===== config.mk =====
export PLATFORM = sky130hd
export DESIGN_NAME = fixed_partition_fit_allocator
export DESIGN_NICKNAME = d
export VERILOG_FILES = /design/src/rtl/fpa_pkg.sv /design/src/rtl/fpa_ram.sv /design/src/rtl/fixed_partition_fit_allocator.sv
export VERILOG_INCLUDE_DIRS = /design/src /design/src/rtl
export SDC_FILE = /design/constraint.sdc
export NUM_CORES = 1
export LEC_CHECK = 0
export BUFFER_PORTS_ARGS = -buffer_cell sky130_fd_sc_hd__buf_2
export CAP_MARGIN = 20
export CORE_MARGIN = 2
export CORE_UTILIZATION = 55
export DETAILED_ROUTE_END_ITERATION = 12
export GPL_ROUTABILITY_DRIVEN = 0
export PLACE_DENSITY_LB_ADDON = 0.1
export SLEW_MARGIN = 25
export SYNTH_ARGS = -nofsm -noshare
export SYNTH_HDL_FRONTEND = slang
export SYNTH_HIERARCHICAL = 1
export SYNTH_SLANG_ARGS = --single-unit

===== constraint.sdc =====
create_clock -name clock -period 4.3 [get_ports clock]
set_input_delay 0.86 -clock clock [delete_from_list [all_inputs] [get_ports clock]]
set_output_delay 0.86 -clock clock [all_outputs]
set_load 0.01 [all_outputs]

===== src/rtl/fixed_partition_fit_allocator_assert.svh =====
// Assertion macros for the partition allocator.
// FPA_ASSERT_IMPL checks cons in the same cycle as ante.
// FPA_ASSERT_NEXT checks cons in the cycle after ante.
`ifndef FIXED_PARTITION_FIT_ALLOCATOR_ASSERT_SVH
`define FIXED_PARTITION_FIT_ALLOCATOR_ASSERT_SVH
`ifndef SYNTH
`define FPA_ASSERT_IMPL(label, clk, rst, ante, cons, msg) \
   label: assert property (@(posedge clk) disable iff (rst) (ante) |-> (cons)) \
      else $error(msg);
`define FPA_ASSERT_NEXT(label, clk, rst, ante, cons, msg) \
   label: assert property (@(posedge clk) disable iff (rst) (ante) |=> (cons)) \
      else $error(msg);
`else
`define FPA_ASSERT_IMPL(label, clk, rst, ante, cons, msg)
`define FPA_ASSERT_NEXT(label, clk, rst, ante, cons, msg)
`endif
`endif


===== src/rtl/fpa_pkg.sv =====
`timescale 1ns / 1ps
`default_nettype none

package fpa_pkg;

   // Fixed field widths of the item ports
   localparam int PART_INDEX_W = 4;
   localparam int BLOCK_SIZE_W = 16;
   localparam int WASTE_W      = 16;
   localparam int TOTAL_W      = 24;
   localparam int CSR_INDEX_W  = 2;
   localparam int CSR_DATA_W   = 5;

   localparam logic [TOTAL_W-1:0]    TOTAL_MAX   = 24'hFFFFFF;
   localparam logic [CSR_DATA_W-1:0] PARTS_RESET = 5'd16;

   // Register indexes
   localparam logic [CSR_INDEX_W-1:0] CSR_FIT_POLICY        = 2'd0;
   localparam logic [CSR_INDEX_W-1:0] CSR_PARTITIONS_IN_USE = 2'd1;

   typedef enum logic [1:0] {
      POLICY_FIRST = 2'd0,
      POLICY_NEXT  = 2'd1,
      POLICY_BEST  = 2'd2,
      POLICY_WORST = 2'd3
   } policy_type;

   typedef enum logic {
      MODE_LOAD    = 1'b0,
      MODE_REQUEST = 1'b1
   } mode_type;

   typedef enum logic [3:0] {
      ST_IDLE  = 4'b0001,
      ST_SCAN  = 4'b0010,
      ST_DRAIN = 4'b0100,
      ST_DONE  = 4'b1000
   } state_type;

   typedef struct packed {
      mode_type                  mode;
      logic [PART_INDEX_W-1:0]   partition_index;
      logic [BLOCK_SIZE_W-1:0]   block_size;
      logic                      end_of_batch;
   } req_type;

   typedef struct packed {
      logic                      granted;
      logic [PART_INDEX_W-1:0]   granted_index;
      logic [WASTE_W-1:0]        waste;
      logic [TOTAL_W-1:0]        total_waste;
   } rsp_type;

endpackage

`default_nettype wire


===== src/rtl/fpa_ram.sv =====
`timescale 1ns / 1ps
`default_nettype none

module fpa_ram #(
   parameter int WIDTH = 17,
   parameter int DEPTH = 16,
   localparam int ADDR_W = $clog2(DEPTH)
) (
   input  logic              clock,
   input  logic              wr_en,
   input  logic [ADDR_W-1:0] wr_addr,
   input  logic [WIDTH-1:0]  wr_data,
   input  logic              rd_en,
   input  logic [ADDR_W-1:0] rd_addr,
   output logic [WIDTH-1:0]  rd_data
);

   logic [WIDTH-1:0] mem_ff [DEPTH];
   logic [WIDTH-1:0] rd_data_ff;

   // One write port, one registered read port
   always_ff @(posedge clock) begin
      if (wr_en) begin
         mem_ff[wr_addr] <= wr_data;
      end
      if (rd_en) begin
         rd_data_ff <= mem_ff[rd_addr];
      end
   end

   assign rd_data = rd_data_ff;

endmodule

`default_nettype wire


===== src/rtl/fixed_partition_fit_allocator.sv =====
`timescale 1ns / 1ps
`default_nettype none
`include "fixed_partition_fit_allocator_assert.svh"

// Fixed-partition allocator. A load item (start high while busy is low) writes one
// partition's size and frees it; its result comes on the next cycle and busy never
// rises. A request item scans the first partitions_in_use table entries (capped at
// MAX_PARTITIONS), one table read per cycle from the partition RAM, then commits
// the grant through the drain and done states; the result strobes on rsp_valid in
// the same cycle that busy falls, and a new item can be started in that same cycle.
// Results are shown for one cycle only and cannot be held off: the receiver must
// take rsp_item whenever rsp_valid is high. Register writes are taken only while
// the block is idle and start is low.
module fixed_partition_fit_allocator #(
   parameter int MAX_PARTITIONS = 16,
   parameter int SIZE_BITS      = 16
) (
   input  logic                               clock,
   input  logic                               reset,
   input  logic                               start,
   output logic                               busy,
   input  fpa_pkg::req_type                   req_item,
   output logic                               rsp_valid,
   output fpa_pkg::rsp_type                   rsp_item,
   input  logic                               csr_valid,
   output logic                               csr_ready,
   input  logic [fpa_pkg::CSR_INDEX_W-1:0]    csr_index,
   input  logic [fpa_pkg::CSR_DATA_W-1:0]     csr_wdata
);

   import fpa_pkg::*;

   localparam int IDX_W      = $clog2(MAX_PARTITIONS);
   localparam int CNT_W      = $clog2(MAX_PARTITIONS + 1);
   localparam int M_W        = (CNT_W > CSR_DATA_W) ? CNT_W : CSR_DATA_W;
   localparam int SUM_W      = ((SIZE_BITS > TOTAL_W) ? SIZE_BITS : TOTAL_W) + 1;
   localparam int ENT_W      = SIZE_BITS + 1;
   localparam int LOAD_SLOTS = 2 ** PART_INDEX_W;

   // Control state
   state_type               state_ff, state_in;
   policy_type              policy_ff, policy_in;
   logic [CSR_DATA_W-1:0]   parts_ff, parts_in;
   logic [IDX_W-1:0]        rover_ff, rover_in;
   logic [TOTAL_W-1:0]      total_ff, total_in;
   logic [MAX_PARTITIONS-1:0] valid_ff, valid_in;
   logic                    rsp_valid_ff, rsp_valid_in;
   logic                    eval_ff, eval_in;
   logic                    cand_found_ff, cand_found_in;

   // Payload registers
   logic [IDX_W-1:0]        pos_ff, pos_in;
   logic [CNT_W-1:0]        cnt_ff, cnt_in;
   logic [SIZE_BITS-1:0]    req_size_ff, req_size_in;
   logic                    req_eob_ff, req_eob_in;
   logic                    ent_vld_ff, ent_vld_in;
   logic [IDX_W-1:0]        rd_pos_ff, rd_pos_in;
   logic [IDX_W-1:0]        cand_idx_ff, cand_idx_in;
   logic [SIZE_BITS-1:0]    cand_size_ff, cand_size_in;
   rsp_type                 rsp_ff, rsp_in;

   // Combinational helpers
   logic                    accept;
   logic [M_W-1:0]          m_wide;
   logic [CNT_W-1:0]        m_eff;
   logic [IDX_W-1:0]        start_pos;
   logic [IDX_W-1:0]        pos_next;
   logic [IDX_W-1:0]        slot_lut [LOAD_SLOTS];
   logic [IDX_W-1:0]        load_slot;
   logic [SIZE_BITS-1:0]    load_size;
   logic [ENT_W-1:0]        ram_q;
   logic                    ram_we;
   logic [IDX_W-1:0]        ram_waddr;
   logic [ENT_W-1:0]        ram_wdata;
   logic                    ram_re;
   logic                    ent_busy;
   logic [SIZE_BITS-1:0]    ent_size;
   logic                    ent_fits;
   logic                    ent_take;
   logic [SIZE_BITS-1:0]    grant_waste;
   logic [SUM_W-1:0]        total_sum;
   logic [TOTAL_W-1:0]      total_sat;

   assign accept    = start && !busy;
   assign busy      = (state_ff != ST_IDLE);
   assign csr_ready = (state_ff == ST_IDLE) && !start;
   assign rsp_valid = rsp_valid_ff;
   assign rsp_item  = rsp_ff;

   // Active entry count, capped at the table depth
   assign m_wide = (M_W'(parts_ff) > M_W'(MAX_PARTITIONS)) ? M_W'(MAX_PARTITIONS)
                                                           : M_W'(parts_ff);
   assign m_eff  = CNT_W'(m_wide);

   // Next fit starts at the rover when it lies inside the active entries
   assign start_pos = ((policy_ff == POLICY_NEXT) && (CNT_W'(rover_ff) < m_eff))
                      ? rover_ff : '0;
   assign pos_next  = ((CNT_W'(pos_ff) + CNT_W'(1)) < m_eff) ? (pos_ff + IDX_W'(1)) : '0;

   // Load index wraps modulo the table depth
   for (genvar gi = 0; gi < LOAD_SLOTS; gi++) begin : g_slot
      assign slot_lut[gi] = IDX_W'(gi % MAX_PARTITIONS);
   end
   assign load_slot = slot_lut[req_item.partition_index];
   assign load_size = SIZE_BITS'(req_item.block_size);

   // Entry read back from the RAM; never-loaded entries read as free, size zero
   assign ent_busy = ent_vld_ff && ram_q[SIZE_BITS];
   assign ent_size = ent_vld_ff ? ram_q[SIZE_BITS-1:0] : '0;
   assign ent_fits = !ent_busy && (ent_size >= req_size_ff);
   assign ent_take = ent_fits &&
                     (!cand_found_ff ||
                      ((policy_ff == POLICY_BEST)  && (ent_size < cand_size_ff)) ||
                      ((policy_ff == POLICY_WORST) && (ent_size > cand_size_ff)));

   // Waste and saturating total for the commit
   assign grant_waste = cand_size_ff - req_size_ff;
   assign total_sum   = SUM_W'(total_ff) + SUM_W'(grant_waste);
   assign total_sat   = (total_sum > SUM_W'(TOTAL_MAX)) ? TOTAL_MAX : TOTAL_W'(total_sum);

   // RAM port control
   assign ram_re = (state_ff == ST_SCAN);

   always_comb begin
      ram_we    = 1'b0;
      ram_waddr = load_slot;
      ram_wdata = {1'b0, load_size};
      if ((state_ff == ST_IDLE) && accept && (req_item.mode == MODE_LOAD)) begin
         ram_we = 1'b1;
      end else if ((state_ff == ST_DONE) && cand_found_ff) begin
         ram_we    = 1'b1;
         ram_waddr = cand_idx_ff;
         ram_wdata = {1'b1, cand_size_ff};
      end
   end

   fpa_ram #(
      .WIDTH (ENT_W),
      .DEPTH (MAX_PARTITIONS)
   ) u_part_ram (
      .clock   (clock),
      .wr_en   (ram_we),
      .wr_addr (ram_waddr),
      .wr_data (ram_wdata),
      .rd_en   (ram_re),
      .rd_addr (pos_ff),
      .rd_data (ram_q)
   );

   // Sequencer and next-state logic
   always_comb begin
      state_in      = state_ff;
      policy_in     = policy_ff;
      parts_in      = parts_ff;
      rover_in      = rover_ff;
      total_in      = total_ff;
      valid_in      = valid_ff;
      rsp_valid_in  = 1'b0;
      eval_in       = 1'b0;
      cand_found_in = cand_found_ff;
      pos_in        = pos_ff;
      cnt_in        = cnt_ff;
      req_size_in   = req_size_ff;
      req_eob_in    = req_eob_ff;
      ent_vld_in    = ent_vld_ff;
      rd_pos_in     = rd_pos_ff;
      cand_idx_in   = cand_idx_ff;
      cand_size_in  = cand_size_ff;
      rsp_in        = rsp_ff;

      // register writes
      if (csr_valid && csr_ready) begin
         case (csr_index)
            CSR_FIT_POLICY:        policy_in = policy_type'(csr_wdata[1:0]);
            CSR_PARTITIONS_IN_USE: parts_in  = csr_wdata;
            default: ;
         endcase
      end

      // candidate update, in the cycle after each table read
      if (eval_ff && ent_take) begin
         cand_found_in = 1'b1;
         cand_idx_in   = rd_pos_ff;
         cand_size_in  = ent_size;
      end

      case (state_ff)
         ST_IDLE: begin
            if (accept) begin
               if (req_item.mode == MODE_LOAD) begin
                  valid_in[load_slot]   = 1'b1;
                  rsp_valid_in          = 1'b1;
                  rsp_in.granted        = 1'b0;
                  rsp_in.granted_index  = '0;
                  rsp_in.waste          = '0;
                  rsp_in.total_waste    = total_ff;
               end else begin
                  req_size_in   = load_size;
                  req_eob_in    = req_item.end_of_batch;
                  cand_found_in = 1'b0;
                  cnt_in        = '0;
                  pos_in        = start_pos;
                  state_in      = (m_eff == '0) ? ST_DONE : ST_SCAN;
               end
            end
         end
         ST_SCAN: begin
            rd_pos_in  = pos_ff;
            ent_vld_in = valid_ff[pos_ff];
            eval_in    = 1'b1;
            pos_in     = pos_next;
            cnt_in     = cnt_ff + CNT_W'(1);
            if ((cnt_ff + CNT_W'(1)) == m_eff) begin
               state_in = ST_DRAIN;
            end
         end
         ST_DRAIN: begin
            state_in = ST_DONE;
         end
         ST_DONE: begin
            state_in     = ST_IDLE;
            rsp_valid_in = 1'b1;
            if (cand_found_ff) begin
               valid_in[cand_idx_ff] = 1'b1;
               total_in              = total_sat;
               if (policy_ff == POLICY_NEXT) begin
                  rover_in = cand_idx_ff;
               end
               rsp_in.granted        = 1'b1;
               rsp_in.granted_index  = PART_INDEX_W'(cand_idx_ff);
               rsp_in.waste          = WASTE_W'(grant_waste);
               rsp_in.total_waste    = total_sat;
            end else begin
               rsp_in.granted        = 1'b0;
               rsp_in.granted_index  = '0;
               rsp_in.waste          = '0;
               rsp_in.total_waste    = total_ff;
            end
            // end of batch clears after the result is formed
            if (req_eob_ff) begin
               total_in = '0;
               rover_in = '0;
            end
         end
         default: begin
            state_in = ST_IDLE;
         end
      endcase
   end

   // Control registers
   always_ff @(posedge clock) begin
      if (reset) begin
         state_ff      <= ST_IDLE;
         policy_ff     <= POLICY_FIRST;
         parts_ff      <= PARTS_RESET;
         rover_ff      <= '0;
         total_ff      <= '0;
         valid_ff      <= '0;
         rsp_valid_ff  <= 1'b0;
         eval_ff       <= 1'b0;
         cand_found_ff <= 1'b0;
      end else begin
         state_ff      <= state_in;
         policy_ff     <= policy_in;
         parts_ff      <= parts_in;
         rover_ff      <= rover_in;
         total_ff      <= total_in;
         valid_ff      <= valid_in;
         rsp_valid_ff  <= rsp_valid_in;
         eval_ff       <= eval_in;
         cand_found_ff <= cand_found_in;
      end
   end

   // Payload registers
   always_ff @(posedge clock) begin
      pos_ff       <= pos_in;
      cnt_ff       <= cnt_in;
      req_size_ff  <= req_size_in;
      req_eob_ff   <= req_eob_in;
      ent_vld_ff   <= ent_vld_in;
      rd_pos_ff    <= rd_pos_in;
      cand_idx_ff  <= cand_idx_in;
      cand_size_ff <= cand_size_in;
      rsp_ff       <= rsp_in;
   end

   // Checks
   `FPA_ASSERT_NEXT(a_rsp_when_due, clock, reset, (state_ff == ST_DONE) || (accept && (req_item.mode == MODE_LOAD)), rsp_valid, "result missing after commit or load")
   `FPA_ASSERT_NEXT(a_rsp_only_when_due, clock, reset, (state_ff != ST_DONE) && !(accept && (req_item.mode == MODE_LOAD)), !rsp_valid, "unexpected result strobe")
   `FPA_ASSERT_IMPL(a_scan_bound, clock, reset, state_ff == ST_SCAN, cnt_ff < m_eff, "scan ran past active entries")
   `FPA_ASSERT_IMPL(a_no_grant_fields, clock, reset, rsp_valid && !rsp_item.granted, (rsp_item.waste == '0) && (rsp_item.granted_index == '0), "ungranted result carries index or waste")

endmodule

`default_nettype wire

==> impl_metrics.json <==
{
  "grt_pass1_vias": 11981,
  "fin_crit_ns": 4.060,
  "synth_most_common_cell": "edfxtp_1",
  "io_pins": 81,
  "root_buffer": "clkbuf_16",
  "end_kind": "flip-flop",
  "layout.cells.non_filler": 2008,
  "worst_pin_slew_ns": 1.019,
  "ys_ff_latch": 443,
  "cts_sinks": 443,
  "final_max_slew_viol_count": 0,
  "leakage_nw": 8.245,
  "grt_start_max_net_pins": 74,
  "syn_to_final_growth_pct": 13.97,
  "max_slew_margin": 0.3206,
  "worstSetupPathType": "flip-flop to flip-flop",
  "drc": 0,
  "h-tree-depth": 2,
  "dp.cells": 1920,
  "report.power.total_mw": 9.123,
  "hold_viol": 0,
  "antenna_found_initial": 2,
  "cp_max_fo": 5,
  "num_rows": 69,
  "grt_pass1_wl_mm": 68.89,
  "synth_cell_types": 75,
  "synth_mux_area_frac": 0.08811,
  "layout-drive-gt1-share": 0.2110,
  "max_cap_viol_count": 0,
  "yosys.area_share.xor_xnor": 0.01546,
  "drtIter0Drc": 888,
  "syn_nets": 1488,
  "layout.nets": 1619,
  "dp_hpwl_mm": 28.33,
  "syn_area_mm2": 0.01982,
  "portBuffers": 80,
  "core_area_mm2": 0.03557,
  "dr_total_vias": 11994,
  "required_ns": 4.61,
  "synth_top_family_by_area": "compound AO/OA/AOI/OAI gates",
  "async_reset_ff_frac": 0,
  "synth_edf_count": 385,
  "ant_nets": 0,
  "cp-start-kind": "flip-flop",
  "max_clock_freq_ghz": 0.2463,
  "crit_arrival_ns": 4.37,
  "clk_latency_ns": 0.58,
  "initial_core_util": 0.5573,
  "status": "completed",
  "cts-buffers-inserted": 45,
  "drt-pass1-iter-count": 5,
  "whs_ns": 0.4196,
  "syn_inst": 1378,
  "clkTransAtPathRegs_ns": 0.06,
  "hold_class": "flip-flop to flip-flop",
  "seq_area_frac_synth": 0.6418,
  "synth_commonest_cells": "edfxtp_1 (385), nand2_1 (98), nor2_1 (85)",
  "synthAdderAreaFrac": 0.04936,
  "synth_top_area_share": 0.5832,
  "synth-simple-area-share": 0.08287,
  "wirelength_mm": 44.37,
  "cts_tree": "built",
  "viasPerCell": 5.973,
  "period_share": 0.9442,
  "dieArea_mm2": 0.03758,
  "avgSynthCellArea_um2": 14.39,
  "worst_slack_ns": 0.2399,
  "clk_path_buf_depth": 3,
  "p_per_area_mw_per_mm2": 403.8,
  "utilization": 0.6352,
  "grt-ovfl-total": 0,
  "synth_top_area_cell": "edfxtp_1",
  "fillers": 2622,
  "die_w_um": 193.9,
  "die_h_um": 193.9,
  "synth.area.top_cells": "edfxtp_1 (58%), mux4_2 (8.0%), dfxtp_1 (5.9%), ha_1 (4.7%), nand2_1 (1.9%)",
  "yosys_most_used_dff": "edfxtp_1",
  "routedWlPerCell_um": 22.10,
  "fin_skew_ns": 0.01908,
  "yosysWarnings": 6,
  "synth_compound_area_frac": 0.09802,
  "grt_use_total": 0.2379,
  "peakVddDrop_mv": 0.3257,
  "post-place-ws_ns": -0.01494,
  "finalSetupViolCount": 0
}
## per-layer routing
| layer | up-vias | global-route usage | wire length (um) |
|---|---|---|---|
| li1 | 5605 | - | - |
| met1 | 5940 | 0.3204 | 18890 |
| met2 | 363 | 0.4011 | 21710 |
| met3 | 86 | 0.03670 | 2441 |
| met4 | 0 | 0.07688 | 1329 |
| met5 | - | 0 | 0 |
## timing repair
item,in CTS,in global routing
hold endpoints to repair,0,0
gates resized for setup,1,15
setup buffers,0,3
pin swaps,0,6
endpoints found under the setup margin,1,38
hold buffers,0,0
## worst max-delay path: stages, from the launching register on
cell and delay, ns:
edfxtp_1 0.40, ha_1 0.38, a21o_1 0.22, a21o_1 0.20, a21o_1 0.22, a221o_1 0.36, a31oi_1 0.24, xnor2_2 0.19
ha_1 0.32, and2_1 0.23, a41oi_1 0.31, o211ai_1 0.16, o211ai_1 0.23, a21oi_1 0.13, o22a_1 0.22
## sequential cells by signal, summed over array words and instances (netlist names), 5 cells and up
name	flops
cand_size_ff	16
cnt_ff	5
parts_ff	5
req_size_ff	16
rsp_item	45
total_ff	24
u_part_ram/mem_ff	272
u_part_ram/rd_data	17
valid_ff	16
## per-stage QoR
| stage | area [um2] | setup TNS, ns |
|---|---|---|
| detailed placement | 21050 | -0.01494 |
| global placement | 21030 | 0 |
| finish | 22590 | 0 |
| global route | 22590 | -0.001490 |
| floorplan | 19820 | 0 |
| CTS | 22500 | 0 |
## kinds of logic (layout without fill, tap and decap cells)
group	count (synthesis)	after routing
AO/OA/AOI/OAI	296	296
XOR/XNOR	35	35
adder cells (fa/ha/maj)	77	77
buffers and inverters	113	280
flip-flops	443	443
multiplexers	82	82
other	0	2
AND/OR/NAND/NOR	332	332
## power by group
group	switching (mW)	internal, mW
Sequential	0.0255	4.73
Clock	1.64	2.17
Combinational	0.340	0.212
Total	2.00	7.12
## worst paths after layout
kind                         from        endpoint  slack [ns]  cells past startpoint
setup reg to reg  cand_size_ff[8]    rsp_item[19]        0.24                     14
hold reg to reg      rd_pos_ff[2]  cand_idx_ff[2]        0.42                      0
setup / recovery  cand_size_ff[8]    rsp_item[19]        0.24                     14
hold / removal       rd_pos_ff[2]  cand_idx_ff[2]        0.42                      0
## cell usage in the layout (no fill, tap or decap), types with 5 or more instances in the layout
master / netlist / final
a211oi_1: 7 / 7
a21o_1: 25 / 25
a21oi_1: 67 / 64
a22o_1: 11 / 11
a22oi_1: 39 / 39
a31oi_1: 14 / 14
and2_1: 34 / 34
and3_1: 12 / 11
buf_2: 11 / 80
buf_4: 2 / 57
clkbuf_1: 35 / 12
clkbuf_16: 0 / 45
clkinv_1: 0 / 7
clkinv_2: 0 / 8
dfxtp_1: 58 / 58
edfxtp_1: 385 / 385
ha_1: 75 / 73
inv_1: 57 / 57
mux2i_1: 8 / 8
mux4_2: 70 / 70
nand2_1: 98 / 97
nand2b_1: 15 / 15
nand3_1: 19 / 19
nand4_1: 12 / 12
nor2_1: 85 / 69
nor2_2: 0 / 14
nor2b_1: 13 / 12
nor3_1: 15 / 11
o211ai_1: 5 / 5
o21a_1: 9 / 9
o21ai_0: 71 / 69
o22a_1: 6 / 6
o22ai_1: 5 / 5
or2_2: 6 / 6
xnor2_1: 24 / 22
xor2_1: 11 / 11
## cell type report
type / instances / area (um2) / share of cell area
Timing Repair Buffer: 139 / 859.6 / 0.03804
Tap cell: 461 / 576.8 / 0.02553
Inverter: 58 / 217.7 / 0.009636
Antenna cell: 2 / 5.005 / 0.0002215
Multi-Input combinational cell: 822 / 6755 / 0.2990
Clock buffer: 59 / 1199 / 0.05305
Sequential cell: 443 / 12720 / 0.5631
Clock inverter: 24 / 259.0 / 0.01146
Note: power is estimated with default switching activity, not from simulation.
